### src/hw/rtl/fir_filter_stream_assert.svh
// assertion helpers, clocked on clock and disabled in reset
`ifndef FIR_FILTER_STREAM_ASSERT_SVH
`define FIR_FILTER_STREAM_ASSERT_SVH

// consequent in the same cycle
`define FIRS_ASSERT_HOLDS(name, ante, cons, text) \
   name: assert property (@(posedge clock) disable iff (reset) (ante) |-> (cons)) \
      else $error(text);

// consequent in the next cycle
`define FIRS_ASSERT_NEXT(name, ante, cons, text) \
   name: assert property (@(posedge clock) disable iff (reset) (ante) |=> (cons)) \
      else $error(text);

`endif

### src/hw/rtl/firs_tap.sv
module firs_tap #(
   parameter int SAMPLE_WIDTH = 16,
   parameter int COEF_WIDTH   = 18
) (
   input  logic                                   clock,
   input  logic                                   shift_en,
   input  logic                                   clear,
   input  logic signed [SAMPLE_WIDTH-1:0]         tap_prev,
   output logic signed [SAMPLE_WIDTH-1:0]         tap_out,
   input  logic                                   coef_wr,
   input  logic signed [COEF_WIDTH-1:0]           coef_value,
   input  logic                                   active,
   input  logic                                   prod_en,
   output logic signed [SAMPLE_WIDTH+COEF_WIDTH-1:0] prod
);

   localparam int PROD_W = SAMPLE_WIDTH + COEF_WIDTH;

   logic signed [SAMPLE_WIDTH-1:0] tap_ff;
   logic signed [SAMPLE_WIDTH-1:0] tap_in;
   logic signed [COEF_WIDTH-1:0]   coef_ff;
   logic signed [COEF_WIDTH-1:0]   coef_in;
   logic signed [PROD_W-1:0]       prod_ff;
   logic signed [PROD_W-1:0]       prod_in;
   logic signed [PROD_W-1:0]       mult;

   assign mult = coef_ff * tap_ff;

   always_comb begin
      tap_in  = tap_ff;
      coef_in = coef_ff;
      prod_in = prod_ff;
      if (shift_en) begin
         tap_in = clear ? '0 : tap_prev;
      end
      if (coef_wr) begin
         coef_in = coef_value;
      end
      if (prod_en) begin
         prod_in = active ? mult : '0;
      end
   end

   always_ff @(posedge clock) begin
      tap_ff  <= tap_in;
      coef_ff <= coef_in;
      prod_ff <= prod_in;
   end

   assign tap_out = tap_ff;
   assign prod    = prod_ff;

endmodule

### config.mk
export PLATFORM = sky130hd
export DESIGN_NAME = firs_tap
export DESIGN_NICKNAME = d
export VERILOG_FILES = /design/src/hw/rtl/fir_filter_stream_assert.svh /design/src/hw/rtl/firs_tap.sv
export SDC_FILE = /design/constraint.sdc
export NUM_CORES = 1
export LEC_CHECK = 0
export BUFFER_PORTS_ARGS = -buffer_cell sky130_fd_sc_hd__buf_4
export CORE_MARGIN = 10
export CORE_UTILIZATION = 63
export CTS_CLUSTER_SIZE = 40
export DETAILED_ROUTE_END_ITERATION = 7
export PLACE_DENSITY_LB_ADDON = 0.05
export SLEW_MARGIN = 20
export SYNTH_ARGS = -nofsm -noshare
export SYNTH_HDL_FRONTEND = slang
export SYNTH_SLANG_ARGS = --single-unit
export TNS_END_PERCENT = 1
### constraint.sdc
create_clock -name clock -period 6.9 [get_ports clock]
set_clock_uncertainty 0.05 [all_clocks]
set_input_delay 1.38 -clock clock [delete_from_list [all_inputs] [get_ports clock]]
set_output_delay 1.38 -clock clock [all_outputs]
set_load 0.005 [all_outputs]
==> results of run 1 <==
cells in the final DEF (no fill, tap or decap), drive strengths merged, types with 2 or more instances in the layout:
| cell type | count |
|---|---|
| o31ai | 6 |
| xor2 | 11 |
| inv | 347 |
| and3 | 6 |
| o21bai | 4 |
| or3 | 2 |
| ha | 86 |
| clkinvlp | 5 |
| o21a | 4 |
| buf | 128 |
| a21oi | 28 |
| nand2 | 161 |
| a211oi | 5 |
| clkbuf | 9 |
| nor3b | 3 |
| xnor2 | 17 |
| nor2b | 20 |
| edfxtp | 68 |
| nor3 | 13 |
| nand2b | 10 |
| nor2 | 44 |
| fa | 290 |
| nand4 | 5 |
| a2111oi | 5 |
| nand3 | 8 |
| and2 | 129 |
| a221oi | 2 |
| mux2i | 3 |
| a31oi | 4 |
| a21o | 12 |
| o211ai | 4 |
| o21ai | 19 |
| a21boi | 2 |
cell usage after synthesis, types with 3 or more instances:
cell type / number
xnor2_1: 17
a21oi_1: 27
and3_1: 4
a211oi_1: 5
a21o_1: 11
nor3_1: 11
inv_1: 347
o21bai_1: 4
nand3_1: 8
a31oi_1: 4
nor2_1: 44
clkbuf_1: 44
nand2_1: 161
nand4_1: 5
o21a_1: 4
mux2i_1: 3
o21ai_0: 16
nor2b_1: 20
xor2_1: 11
o211ai_1: 4
nand2b_1: 10
nor3b_1: 3
ha_1: 86
fa_1: 290
edfxtp_1: 68
and2_1: 129
o31ai_1: 4
stage by stage:
| stage | hold WS [ns] | util |
|---|---|---|
| after floorplan | 0.571 | - |
| after global placement | 0.918 | 0.690 |
| after detailed placement | 0.922 | 0.690 |
| after CTS | 0.940 | 0.702 |
| after global routing | 0.988 | 0.707 |
| final | 0.935 | 0.707 |
worst paths after layout:
kind / start / end / slack [ns] / depth (start not counted)
max: coef_ff[10] / prod[17] / 0.20 / 16
min: tap_out[0] / prod[0] / 0.94 / 2
max reg2reg: coef_ff[10] / prod[17] / 0.20 / 16
min reg2reg: tap_out[0] / prod[0] / 0.94 / 2
cell families after synthesis:
| group | synth area share |
|---|---|
| XOR/XNOR | 0.0183 |
| AO/OA/AOI/OAI | 0.0531 |
| buffers and inverters | 0.111 |
| multiplexers | 0.00224 |
| AND/OR/NAND/NOR | 0.150 |
| adder cells (fa/ha/maj) | 0.513 |
| flip-flops | 0.152 |
layer usage:
| layer | vias up | part of all wire | global-route usage |
|---|---|---|---|
| li1 | 4294 | - | - |
| met1 | 4935 | 0.38 | 0.309 |
| met2 | 359 | 0.51 | 0.431 |
| met3 | 84 | 0.063 | 0.0424 |
| met4 | 0 | 0.043 | 0.104 |
| met5 | - | 0 | 0 |
flip-flops by register name (all words and copies together) (netlist names):
name,cells
prod,34
coef_ff,18
tap_out,16
worst max-delay path: cells and delay by family (launching register included):
| family | cells | cell delay, ns |
|---|---|---|
| buf+inv | 1 | 0.05 |
| flops | 1 | 0.83 |
| fa+ha+maj | 7 | 3.38 |
| xor+xnor | 1 | 0.23 |
| compound gates | 5 | 1.59 |
| simple gates | 2 | 0.26 |
final cells by class:
cell class,instances,area share
Clock buffer,9,0.0152
Clock inverter,6,0.00287
Inverter,347,0.0879
Multi-Input combinational cell,914,0.667
Sequential cell,68,0.138
Tap cell,275,0.0232
Timing Repair Buffer,128,0.0657
timing repair:
action	in CTS	in global routing
endpoints found under the setup margin	0	1
resized for setup	0	2
setup buffers	0	11
==> flow_summary_export.csv, run 1 <==
group,metric,value,unit
final_layout,final.fill_count,1673,
sta,slew_headroom,0.419,
critical_path,start_kind,"flip-flop",
cts,clock_latency,0.34,ns
final_layout,multiInputGateArea,9890,um2
critical_path,slowest_delay,0.83,ns
cts,ctsHoldBuffers,0,
global_route,grt_first_pass_wirelength,55100,um
logic_synthesis,synth_area_per_cell,9.75,um2
critical_path,crit_path_cell_trace,"nand2_1 > fa_1 > fa_1 > fa_1 > fa_1 > inv_1 > fa_1 > fa_1 > ha_1 > a21oi_1 > o31ai_1 > a311oi_1 > o21ai_0 > a21oi_1 > xor2_1 > nor2_1",
detailed_routing,totalWireLength,34000,um
logic_synthesis,synth-edff-count,68,
logic_synthesis,async_flop_share,0,
global_route,grt_usage,0.251,
placement,hpwl,27900,um
sta,fin_crit,6.70,ns
worst_hold_path,hold_class,"flip-flop to flip-flop",
floorplan,die_y,166,um
logic_synthesis,syn_nets,1792,
sta,fmax,149,MHz
placement,place_area,14500,um2
sta,rsz0062_at_grt,"no",
global_route,grt_max_degree,35,
detailed_routing,ant_nets,0,
floorplan,io_pins,90,
critical_path,worst_ep_required_time,6.90,ns
detailed_routing,via_count,9672,
logic_synthesis,yosysTopAreaCellShare,0.433,
logic_synthesis,syn_area,13400,um2
cts,tritoncts,"built",
final_layout,n_antenna_cell,0,
placement,dp.cells,1721,
placement,place.gp.congestion,0.959,
global_route,antenna_found_initial,0,
logic_synthesis,yosysWarnings,0,
sta,setup-violations-final,0,
cts,numCtsBuffers,9,
cts,root_buffer,"clkbuf_16",
detailed_routing,drt-initial-drc-count,692,
final_layout,drive_above_1_share,0.107,
cts,htree_levels,3,
status,status,"finished clean",
floorplan,rows,53,
final_layout,seq_area,2040,um2
sta,slew_viol_final,0,
placement,preCtsSetupSlack,0.150,ns
logic_synthesis,synth_cell_types,55,
critical_path,crit_arrival,6.70,ns
placement,portBuffers,89,
detailed_routing,drt_first_pass_iters,5,
final_layout,final_area,14800,um2
critical_path,cp_max_fo,16,
final_layout,stdcell_count,1747,
floorplan,die_x,166,um
logic_synthesis,netlist_top_cells_area,"fa_1 (43%), edfxtp_1 (15%), inv_1 (9.7%)",
detailed_routing,drc,0,
sta,fin_crit_sh,0.971,
detailed_routing,wl_per_cell,19.5,um
logic_synthesis,ys_seq_elements,68,
run,drv_cap,0,
critical_path,cpMostUsedCell,"fa_1",
sta,setup_tns,0,ns
cts,clk_pin_slew,0.06,ns
logic_synthesis,yosysTopAreaCell,"fa_1",
cts,clock_sinks,68,
floorplan,coreArea,21000,um2
critical_path,slowest_stage,"edfxtp_1",
cts,cts_buffer_depth,2,
logic_synthesis,ys.flop_type,"edfxtp_1",
logic_synthesis,synthCells,1376,
floorplan,dieArea,27500,um2
final_layout,areaGrowthSynthToFinish,10.5,%
critical_path,path_class,"flip-flop to flip-flop",
sta,fin_ws,0.203,ns
global_route,grt_pass1_vias,10470,
sta,hold_viol,0,
final_layout,final_nets,1884,
detailed_routing,viasPerCell,5.54,
sta,tightestPinTransition,0.871,ns
critical_path,cp-end-kind,"flip-flop",
global_route,gr-total-overflow,0,
logic_synthesis,ys_seq_area_frac,0.152,
floorplan,start_util,0.640,
Power of run 1 is not shown: default switching activity piles up to over one toggle a cycle in this logic, so the estimate is an artifact.
==> run 2: changes to the inputs <==
==> constraint.sdc (replaced) <==
create_clock -name clock -period 7.6 [get_ports clock]
set_clock_uncertainty 0.05 [all_clocks]
set_input_delay 1.52 -clock clock [delete_from_list [all_inputs] [get_ports clock]]
set_output_delay 1.52 -clock clock [all_outputs]
set_load 0.005 [all_outputs]
==> flow_summary_export.csv, run 2 (synthesis results as in run 1) <==
group,metric,value,unit
final_layout,final_nets,1848,
run,drv_cap,0,
floorplan,dieArea,27500,um2
floorplan,die_x,166,um
critical_path,cp-end-kind,"flip-flop",
cts,postCtsSetupRepairBufs,0,
cts,numCtsBuffers,9,
worst_hold_path,hold_class,"flip-flop to flip-flop",
floorplan,io_pins,90,
final_layout,stdcell_count,1712,
sta,fin_crit_sh,0.919,
final_layout,drive_above_1_share,0.0842,
critical_path,start_kind,"flip-flop",
sta,fin_crit,6.98,ns
cts,clk_pin_slew,0.06,ns
final_layout,final_cell_mix,"inv_1 (347), fa_1 (290), nand2_1 (161)",
cts,clock_latency,0.34,ns
final_layout,largest_register_ffs,34,
final_layout,final_common_cell,"inv_1",
final_layout,areaGrowthSynthToFinish,8.57,%
critical_path,worst_ep_required_time,7.61,ns
sta,hold_viol,0,
cts,htree_levels,3,
sta,slew_headroom,0.375,
sta,rsz0062_at_grt,"no",
cts,cts_resized,0,
critical_path,crit_arrival,6.99,ns
cts,clock_sinks,68,
cts,ctsHoldBuffers,0,
placement,place.gp.congestion,0.895,
placement,portBuffers,89,
global_route,gr-total-overflow,0,
detailed_routing,drt-initial-drc-count,672,
sta,tightestPinTransition,0.938,ns
global_route,antenna_found_initial,0,
placement,dp.cells,1696,
global_route,grt_first_pass_wirelength,54500,um
floorplan,coreArea,21000,um2
detailed_routing,totalWireLength,33000,um
detailed_routing,via_count,9456,
floorplan,start_util,0.640,
floorplan,die_y,166,um
detailed_routing,viasPerCell,5.52,
placement,hpwl,26900,um
detailed_routing,wl_per_cell,19.3,um
cts,root_buffer,"clkbuf_16",
sta,setup-violations-final,0,
critical_path,cp_max_fo,19,
critical_path,slowest_stage,"fa_1",
critical_path,slowest_delay,0.86,ns
status,status,"finished clean",
global_route,grt_usage,0.247,
cts,cts_buffer_depth,2,
global_route,grt_pass1_vias,10497,
global_route,grt_max_degree,35,
detailed_routing,ant_nets,0,
cts,tritoncts,"built",
sta,setup_tns,0,ns
final_layout,n_antenna_cell,0,
sta,slew_viol_final,0,
critical_path,path_class,"flip-flop to flip-flop",
detailed_routing,drc,0,
floorplan,rows,53,
detailed_routing,drt_first_pass_iters,5,
sta,fmax,143,MHz
critical_path,crit_path_cell_trace,"nand2_1 > inv_1 > fa_1 > fa_1 > inv_1 > fa_1 > inv_1 > fa_1 > fa_1 > inv_1 > fa_1 > inv_1 > ha_1 > nand2_1 > inv_1 > and3_1 > nand3_1 > a2111oi_1 > o21ai_0 > nor3b_1",
run 2: worst paths after layout:
| kind | start | endpoint | slack, ns | depth (start not counted) |
|---|---|---|---|---|
| min reg2reg | tap_out[0] | prod[0] | 0.84 | 2 |
| min | tap_out[0] | prod[0] | 0.84 | 2 |
| max | tap_out[1] | prod[33] | 0.62 | 20 |
| max reg2reg | tap_out[1] | prod[33] | 0.62 | 20 |
run 2: area by class of cell:
type,count,area (um2)
Inverter,347,1300
Clock inverter,7,75.1
Timing Repair Buffer,92,691
Sequential cell,68,2040
Fill cell,1669,6390
Multi-Input combinational cell,914,9880
Tap cell,275,344
Clock buffer,9,225
run 2: through the flow:
step	cell area [um2]	hold WS, ns	utilization	setup slack (ns)
after floorplan	13400	0.571	-	1.44
after global placement	14300	0.832	0.681	0.781
after detailed placement	14300	0.831	0.681	0.694
after CTS	14600	0.852	0.695	0.644
after global routing	14600	0.880	0.695	0.192
final	14600	0.844	0.695	0.617
run 2: critical path, delay by kind of cell (launching register included):
family | cells | cell delay (ns)
AO/OA/AOI/OAI | 2 | 0.67
AND/OR/NAND/NOR | 5 | 0.82
adder cells (fa/ha/maj) | 7 | 3.81
buffers and inverters | 6 | 0.57
flip-flops | 1 | 0.77
run 2: metal layers:
metal / routed length, um / share of wire / global-route usage
met1: 12700 / 0.39 / 0.300
met2: 17300 / 0.53 / 0.441
met3: 1880 / 0.057 / 0.0367
met5: 0 / 0 / 0
met4: 1020 / 0.031 / 0.0782
Power of run 2 is left out for the same reason.
==> run 3: changes to the inputs <==
--- a/config.mk
+++ b/config.mk
@@ -10,6 +10,7 @@
 export CORE_UTILIZATION = 63
 export CTS_CLUSTER_SIZE = 40
 export DETAILED_ROUTE_END_ITERATION = 7
+export GPL_TIMING_DRIVEN = 0
 export PLACE_DENSITY_LB_ADDON = 0.05
 export SLEW_MARGIN = 20
 export SYNTH_ARGS = -nofsm -noshare
==> flow_summary_export.csv, run 3 (synthesis results as in run 1) <==
group,metric,value,unit
status,status,"finished clean",
floorplan,io_pins,90,
cts,clock_sinks,68,
critical_path,path_class,"flip-flop to flip-flop",
detailed_routing,ant_nets,0,
critical_path,slowest_delay,0.69,ns
detailed_routing,via_count,9728,
detailed_routing,drc,0,
sta,fin_crit_sh,0.942,
critical_path,cp-startpoint,"tap_out[8]",
final_layout,drive_above_1_share,0.0824,
floorplan,rows,53,
floorplan,start_util,0.640,
global_route,antenna_found_initial,1,
run,drv_cap,0,
floorplan,die_y,166,um
placement,preCtsSetupSlack,0.396,ns
global_route,grt_max_degree,35,
floorplan,die_x,166,um
worst_hold_path,hold_start,"coef_ff[0]",
critical_path,cpMostUsedCell,"fa_1",
critical_path,crit_path_cell_trace,"clkbuf_1 > clkbuf_1 > nand2_1 > fa_1 > inv_1 > fa_1 > inv_1 > fa_1 > inv_1 > fa_1 > fa_1 > inv_1 > fa_1 > inv_1 > ha_1 > o21ai_0 > a22oi_1 > a21oi_1 > a211oi_1 > o21a_1 > o41ai_2 > mux2i_1",
detailed_routing,drt-initial-drc-count,681,
cts,root_buffer,"clkbuf_16",
sta,hold_viol,0,
floorplan,coreArea,21000,um2
final_layout,final_util,0.703,
critical_path,reg2reg_slack,0.44,ns
detailed_routing,wl_per_cell,19.7,um
cts,clock_latency,0.33,ns
detailed_routing,viasPerCell,5.54,
sta,slew_headroom,0.408,
sta,slew_viol_final,0,
final_layout,final_nets,1892,
critical_path,ff2ff_path_depth,22,
global_route,grt_usage,0.256,
global_route,gr-total-overflow,0,
final_layout,areaGrowthSynthToFinish,9.77,%
cts,postCtsSetupRepairBufs,0,
placement,place.gp.congestion,0.942,
detailed_routing,drt_first_pass_iters,6,
detailed_routing,totalWireLength,34600,um
global_route,grt_pass1_vias,10577,
sta,tightestPinTransition,0.888,ns
cts,clk_pin_slew,0.06,ns
sta,rsz0062_at_grt,"no",
placement,hpwl,28700,um
critical_path,r2r_start,"tap_out[8]",
critical_path,cp-end-kind,"flip-flop",
worst_hold_path,hold_path_depth,1,
placement,portBuffers,89,
cts,cts_buffer_depth,2,
final_layout,final_cell_mix,"inv_1 (347), fa_1 (290), nand2_1 (161)",
final_layout,final_common_cell,"inv_1",
final_layout,largest_register_ffs,34,
critical_path,worst_ep_required_time,7.61,ns
critical_path,cp_max_fo,10,
sta,setup-violations-final,0,
cts,htree_levels,3,
cts,numCtsBuffers,9,
worst_hold_path,hold_class,"flip-flop to flip-flop",
sta,fin_crit,7.16,ns
critical_path,slowest_stage,"clkbuf_1",
critical_path,start_kind,"flip-flop",
critical_path,crit_arrival,7.17,ns
cts,tritoncts,"built",
sta,fmax,140,MHz
sta,setup_tns,0,ns
floorplan,dieArea,27500,um2
sta,fin_ws,0.441,ns
global_route,grt_first_pass_wirelength,55800,um
-- run 3: cell types whose count changed in the layout (fill, tap and decap cells not counted), sizes merged --
| cell | delta |
|---|---|
| clkbuf | +45 |
| clkinv | -1 |
| diode | +1 |
-- run 3: final cells by class --
| cell class | count | area (um2) |
|---|---|---|
| diodes | 1 | 2.50 |
| plain buffers | 47 | 188 |
| clock buffers | 10 | 229 |
| clock inverters | 6 | 63.8 |
| fillers | 1706 | 6230 |
| inverters | 347 | 1300 |
| multi-input cells | 914 | 9880 |
| flip-flops and latches | 68 | 2040 |
| well taps | 275 | 344 |
| repair buffers | 89 | 668 |
-- run 3: what timing repair did --
action / in CTS / in global routing
endpoints found under the setup margin: 0 / 1
hold buffers: 0 / 0
gates resized for setup: 0 / 4
-- run 3: worst max-delay path, delay by kind of cell, from the launching register on --
kind / cells / cell delay, ns
and+or+nand+nor: 1 / 0.14
buffers and inverters: 7 / 1.44
adders and majority gates: 7 / 3.41
AOI/OAI and AO/OA: 6 / 1.32
muxes: 1 / 0.14
DFF: 1 / 0.39
-- run 3: worst paths after layout --
kind,end
setup / recovery,prod[24]
hold reg to reg,prod[0]
hold / removal,prod[0]
setup reg to reg,prod[24]
-- run 3: stage by stage --
step	hold slack, ns	instance area (um2)	std cells
2_1_floorplan	0.571	13400	1376
3_3_place_gp	0.934	14400	1740
3_5_place_dp	0.943	14400	1740
4_1_cts	0.966	14700	1756
5_1_grt	0.959	14700	1756
6_report	0.961	14700	1757
-- run 3: routing by layer --
| metal | global-route usage | share of wire |
|---|---|---|
| met1 | 0.315 | 0.37 |
| met2 | 0.432 | 0.50 |
| met3 | 0.0504 | 0.082 |
| met4 | 0.103 | 0.043 |
| met5 | 0 | 0 |
Power of run 3 is left out for the same reason.
